==> config.mk <==
export PLATFORM = sky130hd
export DESIGN_NAME = bptg_div
export DESIGN_NICKNAME = d
export VERILOG_FILES = /design/src/hdl/bptg_pkg.sv /design/src/hdl/bptg_div.sv
export SDC_FILE = /design/constraint.sdc
export NUM_CORES = 1
export LEC_CHECK = 0
export BUFFER_PORTS_ARGS = -buffer_cell sky130_fd_sc_hd__buf_2
export CORE_MARGIN = 5
export CORE_UTILIZATION = 52
export DETAILED_ROUTE_END_ITERATION = 6
export PLACE_DENSITY = 0.8
export SLEW_MARGIN = 0
export SYNTH_ARGS = -nofsm -noshare
export SYNTH_HDL_FRONTEND = slang
export SYNTH_SLANG_ARGS = --single-unit
==> constraint.sdc <==
create_clock -name aclk -period 2.5 [get_ports aclk]
set_input_delay 0.375 -clock aclk [delete_from_list [all_inputs] [get_ports aclk]]
set_output_delay 0.375 -clock aclk [all_outputs]
set_load 0.01 [all_outputs]
==> src/hdl/bptg_pkg.sv <==
// Shared constants, types and codes for the bilinear position tap generator.
package bptg_pkg;

    localparam int MAX_GRID_SIDE    = 1024;
    localparam int MAX_TABLE_SIDE   = 256;
    localparam int WEIGHT_FRAC_BITS = 16;
    localparam int MAX_MERGE        = 8;

    localparam int CFG_GRID_W  = $clog2(MAX_GRID_SIDE) + 1;
    localparam int GRID_W      = $clog2(MAX_GRID_SIDE);
    localparam int MERGE_W     = $clog2(MAX_MERGE) + 1;
    localparam int INNER_W     = $clog2(MAX_MERGE);
    localparam int TABLE_W     = $clog2(MAX_TABLE_SIDE) + 1;
    localparam int TAP_W       = $clog2(MAX_TABLE_SIDE);
    localparam int CFG_DATA_W  = (CFG_GRID_W > TABLE_W) ? CFG_GRID_W : TABLE_W;
    localparam int CFG_INDEX_W = 3;

    localparam int INDEX_W   = 16;
    localparam int FRAC_W    = WEIGHT_FRAC_BITS;
    localparam int WEIGHT_W  = WEIGHT_FRAC_BITS + 1;
    localparam int IDX_SUM_W = TAP_W + TABLE_W;
    localparam int NUM_W     = GRID_W + TAP_W;
    localparam int DIV_W     = NUM_W + FRAC_W;
    localparam int DEN_W     = GRID_W;
    localparam int STEP_W    = $clog2(DIV_W + 1);
    localparam int SCALE_W   = GRID_W + MERGE_W;

    localparam logic [WEIGHT_W-1:0] WEIGHT_ONE = WEIGHT_W'(1) << FRAC_W;

    // Configuration register indexes.
    localparam logic [CFG_INDEX_W-1:0] CFG_GRID_HEIGHT = CFG_INDEX_W'(0);
    localparam logic [CFG_INDEX_W-1:0] CFG_GRID_WIDTH  = CFG_INDEX_W'(1);
    localparam logic [CFG_INDEX_W-1:0] CFG_GRID_FRAMES = CFG_INDEX_W'(2);
    localparam logic [CFG_INDEX_W-1:0] CFG_MERGE_SIZE  = CFG_INDEX_W'(3);
    localparam logic [CFG_INDEX_W-1:0] CFG_TABLE_SIDE  = CFG_INDEX_W'(4);

    typedef enum logic [3:0] {
        ST_IDLE,
        ST_RANGE,
        ST_DIV_H,
        ST_DIV_W,
        ST_SCALE,
        ST_COORD,
        ST_NUM,
        ST_DIV_R,
        ST_DIV_C,
        ST_PROD,
        ST_OUT,
        ST_ERR
    } state_t;

    typedef struct packed {
        logic              start;
        logic [STEP_W-1:0] steps;
        logic [DIV_W-1:0]  num;
        logic [DEN_W-1:0]  den;
    } div_req_t;

    typedef struct packed {
        logic             done;
        logic [DIV_W-1:0] quo;
        logic [DEN_W-1:0] rem;
    } div_rsp_t;

endpackage

==> src/hdl/bptg_div.sv <==
// Shared radix-2 restoring divider, one quotient bit per cycle.
module bptg_div (
    input  logic               aclk,
    input  logic               aresetn,
    input  bptg_pkg::div_req_t req,
    output bptg_pkg::div_rsp_t rsp
);

    logic                          busy_reg;
    logic                          done_reg;
    logic [bptg_pkg::STEP_W-1:0]   cnt_reg;
    logic [bptg_pkg::STEP_W-1:0]   steps_reg;
    logic [bptg_pkg::DEN_W-1:0]    den_reg;
    logic [bptg_pkg::DEN_W-1:0]    rem_reg;
    logic [bptg_pkg::DEN_W-1:0]    rem_next;
    logic [bptg_pkg::DIV_W-1:0]    quo_reg;
    logic [bptg_pkg::DEN_W:0]      shifted;
    logic                          ge;

    // The numerator is shifted out of the top of the quotient register while
    // quotient bits enter at the bottom.
    assign shifted  = {rem_reg, quo_reg[bptg_pkg::DIV_W-1]};
    assign ge       = shifted >= {1'b0, den_reg};
    assign rem_next = ge ? bptg_pkg::DEN_W'(shifted - {1'b0, den_reg})
                         : bptg_pkg::DEN_W'(shifted);

    always_ff @(posedge aclk) begin
        if (!aresetn) begin
            busy_reg <= 1'b0;
            done_reg <= 1'b0;
            cnt_reg  <= '0;
        end else begin
            done_reg <= 1'b0;
            if (req.start) begin
                busy_reg <= 1'b1;
                cnt_reg  <= '0;
            end else if (busy_reg) begin
                cnt_reg <= cnt_reg + bptg_pkg::STEP_W'(1);
                if (cnt_reg == steps_reg - bptg_pkg::STEP_W'(1)) begin
                    busy_reg <= 1'b0;
                    done_reg <= 1'b1;
                end
            end
        end
    end

    always_ff @(posedge aclk) begin
        if (req.start) begin
            steps_reg <= req.steps;
            den_reg   <= req.den;
            rem_reg   <= '0;
            quo_reg   <= req.num;
        end else if (busy_reg) begin
            rem_reg <= rem_next;
            quo_reg <= {quo_reg[bptg_pkg::DIV_W-2:0], ge};
        end
    end

    assign rsp.done = done_reg;
    assign rsp.quo  = quo_reg;
    assign rsp.rem  = rem_reg;

endmodule

Word level (Yosys, flattened, before mapping)
Cells that the tools add are included.
W data, S select, Z words.
- input port bits: 53
- logic and storage cells: 24
- ROM bits: 0
- latch bits: 0
- memories kept: 0
- memory bits (writable): 0
- output and inout bits: 45
- bits in registers: 68
- $lt $le $gt $ge: 1
- multiplexer cells: 7
- eq/ne operators: 1
- reductions and logical operators: 3
- divide/modulo/power cells: 0
- add/sub/neg operators: 3
- bitwise operators: 2
- multiply operators: 0
- shifts and indexed selects: 0
- operators by type and width (kind ; count):
    $mux W34 ; 2
    $ge A11 B10 Y1 ; 1
    $mux W10 ; 1
    $sub A10 B10 Y10 ; 1
    $add A6 B1 Y6 const B ; 1
    $eq A6 B6 Y1 ; 1
    $sub A6 B1 Y6 const B ; 1
    $mux W1 ; 4
    $reduce_or A3 Y1 ; 1
    $not A1 Y1 ; 2
    $reduce_bool A2 Y1 ; 1
    $reduce_or A2 Y1 ; 1

Longest topological paths before layout
- depth in word-level cells: 5
- mapped depth: 10
- gate-level depth less buffers: 10

Worst setup path after synthesis
No wires, ideal clock.
- path type: reg-to-reg
- start point: reg quo_reg[33] (netlist bit)
- end point: reg rem_reg[8] (netlist bit)
- setup slack: 321 ps
- data arrival time: 2093 ps
- stages on the path, launching flop included: 11
- period minus slack after synthesis: 2179 ps
- cell sequence: edfxtp_1 -> inv_1 -> ha_1 -> inv_1 -> fa_1 -> a211oi_1 -> nor2_1 -> o221ai_1 -> xnor2_1 -> mux2i_1 -> a211oi_1
- longest elaborated chain between the ends: 2
- elaborated cells on any way between the ends: 3
- RTL lines (element ; line ; source):
    from (decl) ; bptg_div.sv:16 ; logic [bptg_pkg::DIV_W-1:0] quo_reg;
    from (signal assigned) ; bptg_div.sv:52 ; quo_reg <= req.num;
    from (signal assigned) ; bptg_div.sv:55 ; quo_reg <= {quo_reg[bptg_pkg::DIV_W-2:0], ge};
    $sub A10 B10 Y10 / $ge A11 B10 Y1 (equally long branches) ; bptg_div.sv:24, bptg_div.sv:23 ;
    $mux W10 * ; bptg_div.sv:24 ; assign rem_next = ge ? bptg_pkg::DEN_W'(shifted - {1'b0, den_reg})
    to (signal assigned) ; bptg_div.sv:54 ; rem_reg <= rem_next;
    to (decl) ; bptg_div.sv:14 ; logic [bptg_pkg::DEN_W-1:0] rem_reg;
Mark *: on every way between the ends. The rest lies on a longest branch, timed or not.
A chain may end at the register's enable or synchronous reset.

Worst setup path in the final report
Ends and elaborated chain as after synthesis.

==> insert_results.sql <==
INSERT INTO impl_metrics (metric_group, metric, value, unit) VALUES
('power', 'net-switching-power', '0.000780', 'W'),
('final_layout', 'postLayoutCoreUtil', '65.7', '%'),
('timing', 'worstMarginPinSlew', '0.418', 'ns'),
('die', 'design.die.area', '8200', 'um^2'),
('power', 'power_frac_clock', '32.6', '%'),
('yosys', 'synth_async_sr_flop_share', '0', '%'),
('final_layout', 'syn_to_layout_area_delta', '23.0', '%'),
('setup_path', 'crit_path_end', 'rem_reg[8]', ''),
('setup_path', 'cpMaxStageDelayCell', 'sky130_fd_sc_hd__fa_1', ''),
('grt', 'first_pass_grt_wire_length', '11400', 'um'),
('timing', 'fin_skew', '0.00848', 'ns'),
('setup_path', 'regToRegStartpoint', 'quo_reg[33]', ''),
('routing', 'detail-route-antenna-nets', '0', ''),
('clocking', 'clk_transition_reported_paths', '0.07', 'ns'),
('power', 'power_frac_comb', '20.2', '%'),
('final_layout', 'post_route_cells_drive_above_1_share', '42.5', '%'),
('yosys', 'postSynthRegisterBits', '68', ''),
('clocking', 'clock_latency', '0.34', 'ns'),
('yosys', 'synthTopCellsByArea', 'sky130_fd_sc_hd__edfxtp_1, sky130_fd_sc_hd__mux2_2, sky130_fd_sc_hd__dfxtp_1, sky130_fd_sc_hd__ha_1, sky130_fd_sc_hd__xnor2_1', ''),
('final_layout', 'max_reg_flops', '34', ''),
('yosys', 'net_count_after_synthesis', '330', ''),
('timing', 'timing.max_slew.rel_slack', '72.2', '%'),
('timing', 'grt_setup_unrepaired', 'false', ''),
('power', 'sequential_power_share', '47.2', '%'),
('die', 'die_h', '90.5', 'um'),
('setup_path', 'series_of_cell_instances_along_the_critical_path', 'inv_1 -> ha_1 -> inv_1 -> fa_1 -> a211oi_2 -> nor2_1 -> o221ai_1 -> xnor2_1 -> mux2i_1 -> a211oi_1', ''),
('final_layout', 'ff_latch_area', '1860', 'um^2'),
('routing', 'routed-via-count', '2351', ''),
('clocking', 'clockBufferDepth', '2', ''),
('place', 'placedCellCount', '433', ''),
('power', 'power_report.internal_total', '0.00218', 'W'),
('clocking', 'cts_tree', 'built', ''),
('timing', 'timing_max_transition_violations_final', '0', ''),
('yosys', 'synth_sequential_area_ratio', '55.2', '%'),
('grt', 'initial_antenna_violation_count', '0', ''),
('place', 'dpl-instance-area', '3940', 'um^2'),
('routing', 'detail_route.iter0.violations', '76', ''),
('yosys', 'yosys.cell_count.top_type', 'sky130_fd_sc_hd__edfxtp_1', ''),
('timing', 'finalHoldWorstSlack', '0.204', 'ns'),
('clocking', 'tritoncts_num_sinks', '68', ''),
('routing', 'drt-vias-per-instance', '5.24', ''),
('yosys', 'synth.top_cell.area_share', '44.5', '%'),
('yosys', 'netlist.top_cell.by_area', 'sky130_fd_sc_hd__edfxtp_1', ''),
('timing', 'setup_viol_count_final', '0', ''),
('power', 'total_leakage_power', '1.75', 'nW'),
('setup_path', 'cp_max_fo', '3', ''),
('die', 'die_width', '90.5', 'um'),
('setup_path', 'minimum_setup_slack_among_reg_to_reg_paths', '0.25', 'ns'),
('yosys', 'synthCells', '264', ''),
('outcome', 'status', 'completed', ''),
('die', 'effective_utilization_at_floorplan', '53.4', '%'),
('grt', 'vias_in_the_first_global_route', '2462', ''),
('timing', 'min_period', '2.25', 'ns'),
('power', 'power_density', '714', 'nW/um^2'),
('clocking', 'cts_max_level', '3', ''),
('place', 'port_buffers', '97', ''),
('place', 'place.gp.congestion', '0.846', ''),
('place', 'post-dp-hpwl', '5140', 'um'),
('setup_path', 'worstSetupPathDepth', '10', ''),
('final_layout', 'diodes', '0', ''),
('timing', 'fin_crit_sh', '90.1', '%'),
('timing', 'fmax', '444', 'MHz'),
('setup_path', 'timing.critical_path.from', 'quo_reg[33]', ''),
('setup_path', 'criticalPathCategory', 'reg2reg', ''),
('run', 'timing.max_cap.violations', '0', ''),
('routing', 'drc', '0', ''),
('final_layout', 'layout.nets', '433', ''),
('setup_path', 'critical_path.max_stage_delay', '0.43', 'ns'),
('setup_path', 'critical_path_sink_type', 'register', ''),
('yosys', 'number_of_enable_flip_flop_cells_after_synthesis', '50', ''),
('clocking', 'numCtsBuffers', '9', '');
-- kinds of logic (layout without fill, tap and decap cells) --
logic type / after synthesis / count (layout) / synth area share, %
adders and majority gates: 13 / 13 / 5.04
DFF: 68 / 68 / 55.2
xor gates and xnor gates: 17 / 17 / 4.41
AOI/OAI and AO/OA: 38 / 38 / 8.68
buffers and inverters: 24 / 132 / 3.26
muxes: 44 / 44 / 14.5
and+or+nand+nor: 60 / 60 / 8.94
-- cell type report --
| class | instances | area share [%] |
|---|---|---|
| Clock inverter | 5 | 1.84 |
| Sequential cell | 68 | 44.9 |
| Timing Repair Buffer | 102 | 12.6 |
| Inverter | 14 | 1.27 |
| Clock buffer | 11 | 3.17 |
| Multi-Input combinational cell | 172 | 33.9 |
| Tap cell | 77 | 2.32 |
-- worst reg2reg max path, stage by stage, from the launching register on --
cell	delay, ns
sky130_fd_sc_hd__edfxtp_1	0.40
sky130_fd_sc_hd__inv_1	0.09
sky130_fd_sc_hd__ha_1	0.16
sky130_fd_sc_hd__inv_1	0.06
sky130_fd_sc_hd__fa_1	0.43
sky130_fd_sc_hd__a211oi_2	0.25
sky130_fd_sc_hd__nor2_1	0.11
sky130_fd_sc_hd__o221ai_1	0.21
sky130_fd_sc_hd__xnor2_1	0.15
sky130_fd_sc_hd__mux2i_1	0.09
sky130_fd_sc_hd__a211oi_1	0.22
-- worst min path at each step --
| stage | cells after the start | to | slack, ns |
|---|---|---|---|
| after floorplan | 2 | cnt_reg[5] | 0.47 |
| after global placement | 2 | cnt_reg[5] | 0.48 |
| after detailed placement | 2 | rem_reg[2] | 0.49 |
| after CTS | 1 | den_reg[6] | 0.20 |
| after global routing | 1 | steps_reg[4] | 0.19 |
| final | 1 | den_reg[6] | 0.20 |
-- metal layers --
metal / GRT usage [%] / wire length, um
met2: 29.2 / 3510
met3: 5.83 / 440
met4: 6.33 / 105
met1: 19.9 / 2830
met5: 0 / 0
-- metrics by stage --
| step | power, W | setup WS, ns |
|---|---|---|
| 6_report | 0.00296 | 0.247 |
| 5_1_grt | 0.00311 | 0.0227 |
| 4_1_cts | 0.00297 | 0.140 |
| 3_5_place_dp | 0.00202 | 0.165 |
| 3_3_place_gp | 0.00200 | 0.281 |
| 2_1_floorplan | 0.00183 | 0.321 |
-- cell usage in the layout (no fill, tap or decap), drive strengths merged, types with 6 or more instances in the layout --
cell and n:
mux2i 9, mux2 35, nor3 7, nor2 18, dfxtp 18, a211oi 10, clkbuf 11, nand2b 7
buf 102, a21oi 10, inv 14, xor2 6, xnor2 11, ha 12, nand2 10, edfxtp 50
-- timing repair --
| item | CTS | global route |
|---|---|---|
| gates resized for setup | 0 | 1 |
| buffers inserted | 0 | 0 |
| setup endpoints to repair | 0 | 1 |
| hold buffers | 0 | 0 |
-- power groups by stage --
stage / combinational (W) / sequential (W) / clock (W)
after floorplan: 0.000381 / 0.00145 / 0
after global placement: 0.000583 / 0.00142 / 0
after detailed placement: 0.000600 / 0.00142 / 0
after CTS: 0.000602 / 0.00140 / 0.000973
after global routing: 0.000662 / 0.00141 / 0.00104
final: 0.000598 / 0.00140 / 0.000963
Note: power is estimated with default switching activity, not from simulation.
